### src/hw/rtl/tmi_pkg.sv
`timescale 1ns / 1ps

package tmi_pkg;

    typedef enum logic [1:0] {
        CMD_APPEND = 2'd0,
        CMD_START  = 2'd1,
        CMD_STEP   = 2'd2,
        CMD_CLEAR  = 2'd3
    } cmd_t;

    typedef enum logic [3:0] {
        OP_NOP   = 4'd0,
        OP_RIGHT = 4'd1,
        OP_LEFT  = 4'd2,
        OP_INC   = 4'd3,
        OP_DEC   = 4'd4,
        OP_OUT   = 4'd5,
        OP_IN    = 4'd6,
        OP_OPEN  = 4'd7,
        OP_CLOSE = 4'd8
    } op_t;

    typedef enum logic [2:0] {
        ST_EXEC      = 3'd0,
        ST_OUT       = 3'd1,
        ST_END       = 3'd2,
        ST_UNMATCHED = 3'd3,
        ST_EDGE      = 3'd4
    } status_t;

    typedef enum logic [2:0] {
        FSM_CLEAR,
        FSM_IDLE,
        FSM_EXEC,
        FSM_SCAN_RD,
        FSM_SCAN_CK
    } fsm_t;

    localparam logic [7:0] SYM_RIGHT = 8'h3E;  // >
    localparam logic [7:0] SYM_LEFT  = 8'h3C;  // <
    localparam logic [7:0] SYM_INC   = 8'h2B;  // +
    localparam logic [7:0] SYM_DEC   = 8'h2D;  // -
    localparam logic [7:0] SYM_OUT   = 8'h2E;  // .
    localparam logic [7:0] SYM_IN    = 8'h2C;  // ,
    localparam logic [7:0] SYM_OPEN  = 8'h5B;  // [
    localparam logic [7:0] SYM_CLOSE = 8'h5D;  // ]

    // Commands from controller to datapath
    typedef struct packed {
        logic append;
        logic prog_clear;
        logic start;
        logic clr_step;
        logic fetch;
        logic exec;
        logic end_halt;
        logic scan_init;
        logic scan_rd;
        logic scan_ck;
        logic scan_fail;
        logic scan_done;
        logic emit;
    } ctl_t;

    // Status from datapath to controller
    typedef struct packed {
        logic clear_done;
        logic run_end;
        logic jump;
        logic scan_ok;
        logic scan_match;
    } sts_t;

    function automatic op_t encode_symbol(input logic [7:0] ch);
        op_t op;
        unique case (ch)
            SYM_RIGHT: op = OP_RIGHT;
            SYM_LEFT:  op = OP_LEFT;
            SYM_INC:   op = OP_INC;
            SYM_DEC:   op = OP_DEC;
            SYM_OUT:   op = OP_OUT;
            SYM_IN:    op = OP_IN;
            SYM_OPEN:  op = OP_OPEN;
            SYM_CLOSE: op = OP_CLOSE;
            default:   op = OP_NOP;
        endcase
        return op;
    endfunction

endpackage

### src/hw/rtl/tmi_ctrl.sv
`timescale 1ns / 1ps

module tmi_ctrl (
    input  logic          aclk,
    input  logic          aresetn,
    input  logic          s_tvalid,
    output logic          s_tready,
    input  tmi_pkg::cmd_t cmd,
    input  logic          out_free,
    input  tmi_pkg::sts_t sts,
    output tmi_pkg::ctl_t ctl
);
    import tmi_pkg::*;

    fsm_t state_reg;
    fsm_t state_next;

    always_ff @(posedge aclk) begin
        if (!aresetn) begin
            state_reg <= FSM_CLEAR;  // tape starts zeroed: sweep it after reset
        end else begin
            state_reg <= state_next;
        end
    end

    always_comb begin
        state_next = state_reg;
        ctl        = '0;
        s_tready   = 1'b0;
        unique case (state_reg)
            FSM_CLEAR: begin
                ctl.clr_step = 1'b1;
                if (sts.clear_done) begin
                    state_next = FSM_IDLE;
                end
            end
            FSM_IDLE: begin
                s_tready = 1'b1;
                if (s_tvalid) begin
                    unique case (cmd)
                        CMD_APPEND: ctl.append = 1'b1;
                        CMD_CLEAR:  ctl.prog_clear = 1'b1;
                        CMD_START: begin
                            ctl.start  = 1'b1;
                            state_next = FSM_CLEAR;
                        end
                        CMD_STEP: begin
                            ctl.fetch  = 1'b1;
                            state_next = FSM_EXEC;
                        end
                        default: ;
                    endcase
                end
            end
            FSM_EXEC: begin
                priority if (sts.run_end) begin
                    if (out_free) begin
                        ctl.end_halt = 1'b1;
                        ctl.emit     = 1'b1;
                        state_next   = FSM_IDLE;
                    end
                end else if (sts.jump) begin
                    ctl.scan_init = 1'b1;
                    state_next    = FSM_SCAN_RD;
                end else begin
                    if (out_free) begin
                        ctl.exec   = 1'b1;
                        ctl.emit   = 1'b1;
                        state_next = FSM_IDLE;
                    end
                end
            end
            FSM_SCAN_RD: begin
                if (!sts.scan_ok) begin
                    if (out_free) begin
                        ctl.scan_fail = 1'b1;
                        ctl.emit      = 1'b1;
                        state_next    = FSM_IDLE;
                    end
                end else begin
                    ctl.scan_rd = 1'b1;
                    state_next  = FSM_SCAN_CK;
                end
            end
            FSM_SCAN_CK: begin
                if (sts.scan_match) begin
                    if (out_free) begin
                        ctl.scan_done = 1'b1;
                        ctl.emit      = 1'b1;
                        state_next    = FSM_IDLE;
                    end
                end else begin
                    ctl.scan_ck = 1'b1;
                    state_next  = FSM_SCAN_RD;
                end
            end
            default: state_next = FSM_IDLE;
        endcase
    end

endmodule

### config.mk
export PLATFORM = sky130hd
export DESIGN_NAME = tmi_ctrl
export DESIGN_NICKNAME = d
export VERILOG_FILES = /design/src/hw/rtl/tmi_pkg.sv /design/src/hw/rtl/tmi_ctrl.sv
export SDC_FILE = /design/constraint.sdc
export NUM_CORES = 1
export LEC_CHECK = 0
export ABC_AREA = 1
export BUFFER_PORTS_ARGS = -buffer_cell sky130_fd_sc_hd__buf_4
export CAP_MARGIN = 30
export CORE_AREA = 2 2 39 41
export DETAILED_ROUTE_END_ITERATION = 12
export DIE_AREA = 0 0 41 43
export PLACE_DENSITY = 0.63
export RECOVER_POWER = 25
export SLEW_MARGIN = 20
export SYNTH_ARGS = -nofsm -noshare
export SYNTH_HDL_FRONTEND = slang
export SYNTH_SLANG_ARGS = --single-unit
### constraint.sdc
create_clock -name aclk -period 1.15 [get_ports aclk]
set_input_delay 0.0575 -clock aclk [delete_from_list [all_inputs] [get_ports aclk]]
set_output_delay 0.0575 -clock aclk [all_outputs]
set_load 0.1 [all_outputs]
## Yosys cells after proc, flatten, opt, wreduce, memory -nomap -nowiden

Cells that the tools add are included.
W data, S select, Z words.

| word-level totals | value |
|---|---|
| register bits | 3 |
| word-level logic and storage cells | 51 |

| cells by class | value |
|---|---|
| equality and inequality tests | 10 |
| reduce and logical (&&, ||, !) cells | 3 |
| muxes and demuxes | 37 |

Operator list:

| operator | number |
|---|---|
| $mux W3 | 10 |
| $mux W1 | 22 |
| $pmux W3 S5 | 1 |
| $eq A3 B2 Y1 const B | 2 |
| $pmux W3 S2 | 1 |
| $eq A2 B2 Y1 const B | 2 |
| $mux W2 | 2 |
| $ne A2 B2 Y1 const B | 2 |
| $eq A3 B1 Y1 const B | 1 |
| $eq A3 B3 Y1 const B | 1 |
| $logic_not A3 Y1 | 1 |
| $ne A3 B1 Y1 const B | 1 |
| $pmux W1 S3 | 1 |
| $reduce_and A3 Y1 | 1 |
| $eq A2 B1 Y1 const B | 1 |
| $logic_not A2 Y1 | 1 |

## Logic depth before layout (Yosys ltp)

Gate-level depths: netlist of run 1.

| logic depth | value |
|---|---|
| depth after elaboration | 4 |
| mapped depth | 7 |
| gate-level depth less buffers | 7 |

## Worst setup path before layout of run 1

No wires, ideal clock.

| timing path | value |
|---|---|
| kind | register to output |
| from | reg state_reg[2] |
| to | out ctl[11] in the netlist's numbering |
| slack | -2.287 ns |
| stages on the path, launching flop included | 4 |
| arrival | 3.380 ns |
| path buffers | 0 |
| required time | 1.092 ns |
| path through | dfxtp_1 inv_1 nand3_1 nor4_1 |

RTL lines:

| item | line | source |
|---|---|---|
| start: declaration | tmi_ctrl.sv:15 | `fsm_t state_reg;` |
| start signal: assignment | tmi_ctrl.sv:22 | `state_reg <= state_next;` |
| end: declaration | tmi_ctrl.sv:11 | `output tmi_pkg::ctl_t ctl` |

==> impl_metrics.csv, run 1 <==
group,metric,value,unit
setup_path,regToRegStartpoint,"state_reg[1]",
timing,finalClockSkew,0.000457,ns
setup_path,regToRegEndpoint,"state_reg[0]",
clock_network,clk_latency,0.23,ns
flow_run,cap_violations,0,
clock_network,cts_num_sinks,3,
detailed_routing,drtPass1Iterations,4,
timing,timing.final.hold_violations,0,
synth,synth_fp_nets,84,
finish,layout-drive-gt1-share,0.719,
clock_network,number_of_buffers_inserted_during_clock_tree_synthesis,3,
setup_path,worst_setup_path_startpoint,"state_reg[0]",
setup_path,cpMaxStageDelayCell,"sky130_fd_sc_hd__dfxtp_4",
timing,worst_slack_on_hold_paths,0.0690,ns
detailed_routing,remaining_drc_errors,0,
die,die-width,41,um
timing,timing.final.crit_share,1.20,
timing,rsz_0062_raised_after_global_routing,"yes",
finish,flow.area_growth_from_synthesis,212,%
synth,ys_seq_area_frac,0.162,
placed_design,detailedPlace.worstSlack,-0.166,ns
synth,syn-instance-count,73,
placed_design,gpl.final_weighted_congestion,0.809,
setup_path,critical_path.n_buffers_inverters,2,
status,outcome,"complete, but fails checks",
synth,yosys_register_bits,3,
die,dieArea,0.00176,sq mm
power,power_per_cell_area,569,mW/mm^2
setup_path,timing.reg2reg.setup_slack,-0.12,ns
detailed_routing,num_vias,640,
clock_network,clock_tree_from_tritoncts,"done",
detailed_routing,drtIter0Drc,14,
setup_path,critical_path.top_delay_family,"simple AND/OR/NAND/NOR gates",
grt,grt-ovfl-total,0,
die,core,0.00138,sq mm
setup_path,reg2reg_depth,9,
setup_path,worst-setup-path-type,"reg2out",
worst_hold_path,min_path_type,"in2reg",
clock_network,clock_tree.buffer_depth,2,
setup_path,critPathCaptureType,"output pin",
grt,via_count_of_the_first_global_routing_pass,586,
setup_path,worstPathCellList,"inv_4 > nand3_4 > nor3_4 > nor2_4 > nand2_4 > buf_12",
power,worst_ir_drop_vdd,0.000604,V
timing,final.min_clock_period,1.38,ns
timing,finalWorstSetupSlack,-0.226,ns
detailed_routing,route.detailed.wl_per_inst,11.9,um
synth,synth_area,372,sq um
clock_network,cts.root.buffer_cell,"sky130_fd_sc_hd__clkbuf_4",
timing,tightestPinTransition,0.269,ns
clock_network,cts-htree-levels,1,
status,violations,"setup timing",
detailed_routing,postRouteAntennaNets,0,
timing,setup_viol,15,
setup_path,worst-path-max-fanout,4,
finish,diodes,0,
setup_path,critical_path.startpoint_type,"flop",
finish,final_core_util,0.837,
timing,fmaxAchievable,727,MHz
synth,avgSynthCellArea,5.09,sq um
grt,grt_pass1_wl,2.47,mm
worst_hold_path,min_delay_path_depth,3,
power,totalPowerFinal,0.659,mW
placed_design,port-buffer-count,24,
power,static-leakage-power,0.504,nW
timing,final_setup_tns,-2.44,ns
clock_network,clk_transition_reported_paths,0.04,ns
grt,grt_usage,0.206,
die,core.rowCount,14,
detailed_routing,vias_per_cell,4.67,
setup_path,worst-path-stages,6,
timing,timing_max_transition_violations_final,0,
grt,grt_max_degree,7,
clock_network,cts_hold_repair.buffers,0,
detailed_routing,routed_wl,1.63,mm
die,io-pin-count,25,
die,die_height,43,um
finish,largest_reg_flops,3,
grt,antenna_violations_before_repair,0,
timing,max-slew-margin-rel,0.819,
die,floorplan.initialDensity,0.269,
setup_path,slowest_delay,0.36,ns
placed_design,dp.final_hpwl,1.07,mm
setup_path,crit_end,"ctl[0]",
finish,fillerInstances,82,
synth,synth_cell_types,12,
synth,ys_warn_count,0,
setup_path,critical_path_arrival,1.32,ns
setup_path,worst-endpoint-required,1.09,ns
finish,finalNetCount,133,
==> repair_timing <==
| item | CTS | global route |
|---|---|---|
| setup buffers | 7 | 2 |
| endpoints found under the setup margin | 15 | 16 |
| endpoints found under the hold margin | 0 | 0 |
| gates resized for setup | 54 | 10 |
| pin swaps | 13 | 6 |
==> worst min path at each step <==
| stage | startpoint | endpoint | slack (ns) |
|---|---|---|---|
| 3_3_place_gp | aresetn | state_reg[0] | 0.31 |
| 5_1_grt | aresetn | state_reg[0] | 0.08 |
| 6_report | aresetn | state_reg[0] | 0.07 |
| 2_1_floorplan | aresetn | state_reg[0] | 0.17 |
| 4_1_cts | aresetn | state_reg[0] | 0.07 |
| 3_5_place_dp | aresetn | state_reg[0] | 0.31 |
==> stage by stage <==
| stage | cells | area, sq um |
|---|---|---|
| after floorplan | 73 | 514 |
| after global placement | 124 | 810 |
| after detailed placement | 124 | 810 |
| after CTS | 135 | 1100 |
| after global routing | 137 | 1160 |
| final | 137 | 1160 |
==> metal layers <==
metal  up-vias  global-route usage  wire [um]  part of all wire
met2        14               0.366        954              0.59
li1        328                   -          -                 -
met4         0              0.0600         13            0.0080
met3         2              0.0157         55             0.034
met1       296               0.244        601              0.37
met5         -                   0          0                 0
==> cell type report <==
type	count	area (sq um)	area share
sequential	3	68.8	0.0594
multi-input combinational	54	453	0.391
clock buffer	4	26.3	0.0227
timing repair buffer	44	510	0.441
tap	16	20.0	0.0173
inverter	16	80.1	0.0691
==> cells in the final DEF (no fill, tap or decap), types with 5 or more instances in the layout <==
cell	count
sky130_fd_sc_hd__buf_12	12
sky130_fd_sc_hd__nand2_1	15
sky130_fd_sc_hd__buf_6	8
sky130_fd_sc_hd__inv_1	8
sky130_fd_sc_hd__nor2_4	7
sky130_fd_sc_hd__buf_4	24
sky130_fd_sc_hd__nand3_1	5
==> cell families after synthesis <==
group	synth area share
and+or+nand+nor	0.663
DFF	0.162
buffers and inverters	0.162
AOI/OAI and AO/OA	0.0135
==> synthesized netlist by cell type <==
master	n	area [sq um]
sky130_fd_sc_hd__nor4_1	2	12.5
sky130_fd_sc_hd__nand3b_1	1	7.51
sky130_fd_sc_hd__dfxtp_1	3	60.1
sky130_fd_sc_hd__nand3_1	11	55.1
sky130_fd_sc_hd__nor4_2	1	12.5
sky130_fd_sc_hd__nand2_1	21	78.8
sky130_fd_sc_hd__a21oi_1	1	5.00
sky130_fd_sc_hd__nor3_2	2	20.0
sky130_fd_sc_hd__nor3_1	1	5.00
sky130_fd_sc_hd__nor2_1	13	48.8
sky130_fd_sc_hd__inv_1	16	60.1
sky130_fd_sc_hd__nor2_2	1	6.26
==> report_power, final <==
| part | switching (mW) | internal (mW) |
|---|---|---|
| registers | 0.0108 | 0.108 |
| logic | 0.214 | 0.143 |
| clock network | 0.0532 | 0.130 |
| total | 0.278 | 0.380 |
==> worst min-delay path, delay by kind of cell <==
family | cells | cell delay [ns]
buf+inv | 1 | 0.11
simple gates | 2 | 0.10
No activity file was read; power rests on OpenSTA's default activity.
==> run 2: changes to the inputs <==
--- a/config.mk
+++ b/config.mk
@@ -11,7 +11,7 @@
 export CORE_AREA = 2 2 39 41
 export DETAILED_ROUTE_END_ITERATION = 12
 export DIE_AREA = 0 0 41 43
-export PLACE_DENSITY = 0.63
+export PLACE_DENSITY_LB_ADDON = 0.05
 export RECOVER_POWER = 25
 export SLEW_MARGIN = 20
 export SYNTH_ARGS = -nofsm -noshare
==> impl_metrics.csv, run 2 (same netlist as run 1, synthesis figures left out) <==
group,metric,value,unit
die,die_height,43,um
power,static-leakage-power,0.480,nW
clock_network,clock_tree_from_tritoncts,"done",
flow_run,cap_violations,0,
setup_path,critical_path_arrival,1.37,ns
timing,fmaxAchievable,703,MHz
timing,setup_viol,15,
detailed_routing,num_vias,638,
timing,finalWorstSetupSlack,-0.273,ns
die,floorplan.initialDensity,0.269,
grt,grt-ovfl-total,0,
clock_network,cts.root.buffer_cell,"sky130_fd_sc_hd__clkbuf_4",
power,clock_power_share,0.291,
finish,largest_reg_flops,3,
setup_path,critPathCaptureType,"output pin",
power,seq_power_share,0.185,
setup_path,crit_end,"ctl[0]",
timing,rsz_0062_raised_after_global_routing,"yes",
clock_network,cts_num_sinks,3,
clock_network,cts-htree-levels,1,
detailed_routing,drtPass1Iterations,4,
grt,grt_max_degree,7,
grt,antenna_violations_before_repair,0,
detailed_routing,routed_wl,1.52,mm
finish,fillerInstances,105,
grt,via_count_of_the_first_global_routing_pass,578,
finish,flow.area_growth_from_synthesis,192,%
die,dieArea,0.00176,sq mm
timing,timing.final.crit_share,1.24,
power,totalPowerFinal,0.646,mW
detailed_routing,postRouteAntennaNets,0,
placed_design,port-buffer-count,24,
die,core,0.00138,sq mm
detailed_routing,remaining_drc_errors,0,
placed_design,dp.final_hpwl,991,um
detailed_routing,route.detailed.wl_per_inst,11.4,um
timing,final.min_clock_period,1.42,ns
setup_path,worst-setup-path-type,"reg2out",
timing,timing.final.hold_violations,0,
detailed_routing,drtIter0Drc,15,
setup_path,timing.reg2reg.setup_slack,-0.17,ns
power,switching_share,0.422,
placed_design,gpl.final_weighted_congestion,0.781,
clock_network,clock_tree.buffer_depth,2,
setup_path,worst-path-max-fanout,5,
worst_hold_path,min_path_type,"in2reg",
clock_network,number_of_buffers_inserted_during_clock_tree_synthesis,3,
power,worst_ir_drop_vdd,0.000557,V
timing,tightestPinTransition,0.324,ns
setup_path,regToRegStartpoint,"state_reg[0]",
die,die-width,41,um
grt,grt_usage,0.197,
power,combinational_power_share,0.524,
setup_path,worst_setup_path_startpoint,"state_reg[0]",
setup_path,regToRegEndpoint,"state_reg[0]",
grt,grt_pass1_wl,2.37,mm
finish,diodes,0,
status,outcome,"complete, but fails checks",
setup_path,critical_path.startpoint_type,"flop",
status,violations,"setup timing",
power,p_sw,0.272,mW
timing,max-slew-margin-rel,0.782,
finish,most-common-layout-cells,"22 x sky130_fd_sc_hd__buf_4, 18 x sky130_fd_sc_hd__nand2_1, 9 x sky130_fd_sc_hd__buf_12",
detailed_routing,vias_per_cell,4.76,
timing,finalClockSkew,0.00195,ns
die,core.rowCount,14,
clock_network,clk_transition_reported_paths,0.03,ns
finish,layout-drive-gt1-share,0.661,
setup_path,reg2reg_depth,9,
timing,final_setup_tns,-2.58,ns
setup_path,worst-endpoint-required,1.09,ns
finish,final_core_util,0.783,
timing,timing_max_transition_violations_final,0,
finish,mostFrequentLayoutCell,"sky130_fd_sc_hd__buf_4",
die,io-pin-count,25,
clock_network,clk_latency,0.24,ns
power,p_int,0.373,mW
power,power_per_cell_area,596,mW/mm^2
finish,finalNetCount,130,
==> run 2: worst min path at each step <==
stage | depth (start not counted) | slack, ns | from | end
finish | 3 | 0.06 | aresetn | state_reg[0]
global route | 3 | 0.08 | aresetn | state_reg[0]
CTS | 3 | 0.06 | aresetn | state_reg[0]
detailed placement | 3 | 0.31 | aresetn | state_reg[0]
global placement | 3 | 0.30 | aresetn | state_reg[0]
floorplan | 2 | 0.17 | aresetn | state_reg[0]
==> run 2: through the flow <==
step                setup slack, ns  area (sq um)  std cells  hold WS, ns
floorplan                    -0.915           514         73        0.174
global placement             -0.157           805        125        0.300
detailed placement           -0.140           805        125        0.312
CTS                          -0.266          1060        133       0.0646
global route                 -0.335          1080        134       0.0839
finish                       -0.273          1080        134       0.0612
==> run 2: layer usage <==
metal | GRT usage | wire length, um | up-vias | share of wire
met5 | 0 | 0 | - | 0
met4 | 0.0600 | 16 | 0 | 0.010
met3 | 0.0314 | 66 | 2 | 0.043
met2 | 0.350 | 876 | 20 | 0.57
met1 | 0.223 | 565 | 297 | 0.37
li1 | - | - | 319 | -
==> run 2: critical path, cell delays in order (launching register included) <==
cell and delay (ns):
sky130_fd_sc_hd__dfxtp_4 0.37, sky130_fd_sc_hd__nor2_4 0.14, sky130_fd_sc_hd__nand2_2 0.08, sky130_fd_sc_hd__inv_2 0.07
sky130_fd_sc_hd__nand3_2 0.08, sky130_fd_sc_hd__clkinvlp_4 0.11, sky130_fd_sc_hd__nor2_4 0.05, sky130_fd_sc_hd__nand2_4 0.06
sky130_fd_sc_hd__buf_12 0.16
==> run 2: area by class of cell <==
type	instances	area, sq um	share of cell area
Tap cell	16	20.0	0.0185
Timing Repair Buffer	41	465	0.430
Sequential cell	3	68.8	0.0635
Multi-Input combinational cell	54	423	0.390
Clock buffer	4	26.3	0.0242
Inverter	16	80.1	0.0739
==> run 2: what timing repair did <==
item,CTS,global route
hold buffers,0,0
buffers inserted,4,1
setup endpoints to repair,14,17
pin swaps,8,5
resized for setup,50,4
==> run 2: power groups by stage <==
stage / combinational, mW / clock [mW] / sequential (mW)
floorplan: 0.178 / 0 / 0.121
global placement: 0.274 / 0 / 0.118
detailed placement: 0.276 / 0 / 0.118
CTS: 0.323 / 0.193 / 0.118
global route: 0.359 / 0.197 / 0.120
finish: 0.338 / 0.188 / 0.120
==> run 3: changes to the inputs <==
==> constraint.sdc (replaced) <==
create_clock -name aclk -period 1.39 [get_ports aclk]
set_input_delay 0.0695 -clock aclk [delete_from_list [all_inputs] [get_ports aclk]]
set_output_delay 0.0695 -clock aclk [all_outputs]
set_load 0.1 [all_outputs]
==> impl_metrics.csv, run 3 (same netlist as run 1, synthesis figures left out) <==
group,metric,value,unit
clock_network,number_of_buffers_inserted_during_clock_tree_synthesis,3,
flow_run,cap_violations,0,
die,floorplan.initialDensity,0.269,
die,core,0.00138,sq mm
setup_path,critPathCaptureType,"output pin",
clock_network,cts_num_sinks,3,
grt,grt_max_degree,8,
detailed_routing,num_vias,532,
setup_path,reg2reg_depth,7,
finish,mostFrequentLayoutCell,"sky130_fd_sc_hd__nand2_1",
setup_path,timing.reg2reg.setup_slack,0.11,ns
detailed_routing,drtPass1Iterations,3,
detailed_routing,drtIter0Drc,4,
setup_path,critical_path_arrival,1.32,ns
timing,finalClockSkew,0.00298,ns
finish,largest_reg_flops,3,
placed_design,placed_instances,114,
finish,flow.area_growth_from_synthesis,119,%
detailed_routing,highest_layer,"met3",
setup_path,worst-endpoint-required,1.32,ns
timing,tightestPinTransition,0.298,ns
detailed_routing,routed_wl,1.13,mm
grt,grt_pass1_wl,1.73,mm
placed_design,dp.final_hpwl,951,um
power,static-leakage-power,0.404,nW
clock_network,clock_tree.buffer_depth,2,
clock_network,clk_transition_reported_paths,0.03,ns
finish,diodes,0,
finish,layout-drive-gt1-share,0.534,
grt,grt_usage,0.146,
die,die-width,41,um
placed_design,gpl.final_weighted_congestion,0.759,
timing,final_setup_tns,0,ns
finish,most-common-layout-cells,"19 x sky130_fd_sc_hd__nand2_1, 16 x sky130_fd_sc_hd__buf_4, 10 x sky130_fd_sc_hd__inv_1",
placed_design,port-buffer-count,24,
status,outcome,"completed",
detailed_routing,remaining_drc_errors,0,
timing,worst_slack_on_hold_paths,0.0828,ns
timing,setup_viol,0,
setup_path,regToRegStartpoint,"state_reg[1]",
clock_network,clk_latency,0.23,ns
setup_path,worst-setup-path-type,"reg2out",
detailed_routing,dr_wl_met3,57,um
timing,timing_max_transition_violations_final,0,
timing,max-slew-margin-rel,0.801,
clock_network,cts-htree-levels,1,
timing,fmaxAchievable,720,MHz
timing,rsz_0062_raised_after_global_routing,"yes",
power,worst_ir_drop_vdd,0.000539,V
setup_path,regToRegEndpoint,"state_reg[0]",
finish,finalNetCount,115,
clock_network,cts.root.buffer_cell,"sky130_fd_sc_hd__clkbuf_4",
worst_hold_path,hold_end,"state_reg[0]",
timing,timing.final.crit_share,0.999,
detailed_routing,wl_met2,606,um
worst_hold_path,min_path_type,"in2reg",
detailed_routing,vias_per_cell,4.47,
timing,timing.final.hold_violations,0,
power,totalPowerFinal,0.463,mW
grt,grt-ovfl-total,0,
grt,via_count_of_the_first_global_routing_pass,468,
grt,antenna_violations_before_repair,0,
die,dieArea,0.00176,sq mm
finish,finish.cell_count_without_fillers,119,
clock_network,clock_tree_from_tritoncts,"done",
die,io-pin-count,25,
power,power_per_cell_area,568,mW/mm^2
finish,final_core_util,0.589,
detailed_routing,route.detailed.wl_per_inst,9.53,um
detailed_routing,postRouteAntennaNets,0,
die,die_height,43,um
die,core.rowCount,14,
setup_path,critical_path.startpoint_type,"flop",
timing,final.min_clock_period,1.39,ns
setup_path,worst-path-max-fanout,6,
worst_hold_path,min_delay_path_depth,3,
worst_hold_path,worstHoldStart,"aresetn",
detailed_routing,met1Wirelength,471,um
run 3: repair_timing:
item                       4_1_cts  5_1_grt
setup endpoints to repair        6        8
buffers inserted                 1        0
pin swaps                        3        1
gates resized for setup         19        6
hold buffers                     0        0
run 3: layout make-up:
class	instances	area (sq um)
Fill cell	153	569
Inverter	16	67.6
Timing Repair Buffer	26	241
Clock buffer	4	26.3
Sequential cell	3	71.3
Tap cell	16	20.0
Multi-Input combinational cell	54	388
run 3: where the power goes:
part	switching, mW	leakage, nW	internal, mW	total (mW)
Combinational	0.147	0.362	0.0668	0.214
Clock	0.0411	0.0150	0.107	0.148
Sequential	0.0131	0.0266	0.0874	0.100
Total	0.201	0.404	0.262	0.463
run 3: layer usage:
layer,up-vias,GRT usage
li1,288,-
met1,231,0.164
met2,13,0.238
met3,0,0.0314
met4,0,0.0800
met5,-,0
run 3: metrics by stage:
step / setup slack [ns] / instance area [sq um]
3_3_place_gp: 0.0928 / 702
3_5_place_dp: 0.0727 / 702
6_report: 0.00122 / 815
4_1_cts: -0.0184 / 795
5_1_grt: -0.0761 / 815
2_1_floorplan: -0.687 / 494
run 3: critical path: stages, from the launching register on:
cell and delay, ns:
sky130_fd_sc_hd__dfxtp_4 0.38, sky130_fd_sc_hd__inv_4 0.09, sky130_fd_sc_hd__nand3_4 0.09, sky130_fd_sc_hd__nor4_4 0.21
sky130_fd_sc_hd__nor2_2 0.08, sky130_fd_sc_hd__nand2_4 0.08, sky130_fd_sc_hd__buf_12 0.16
run 3: how the worst max path moves through the flow:
stage | start | end | slack, ns | cells past startpoint
final | state_reg[0] | ctl[0] | 0.001 | 6
after global routing | state_reg[0] | ctl[0] | -0.08 | 6
after CTS | state_reg[0] | ctl[0] | -0.02 | 6
after detailed placement | state_reg[0] | ctl[0] | 0.07 | 8
after global placement | state_reg[0] | ctl[0] | 0.09 | 8
after floorplan | state_reg[2] | ctl[0] | -0.69 | 5
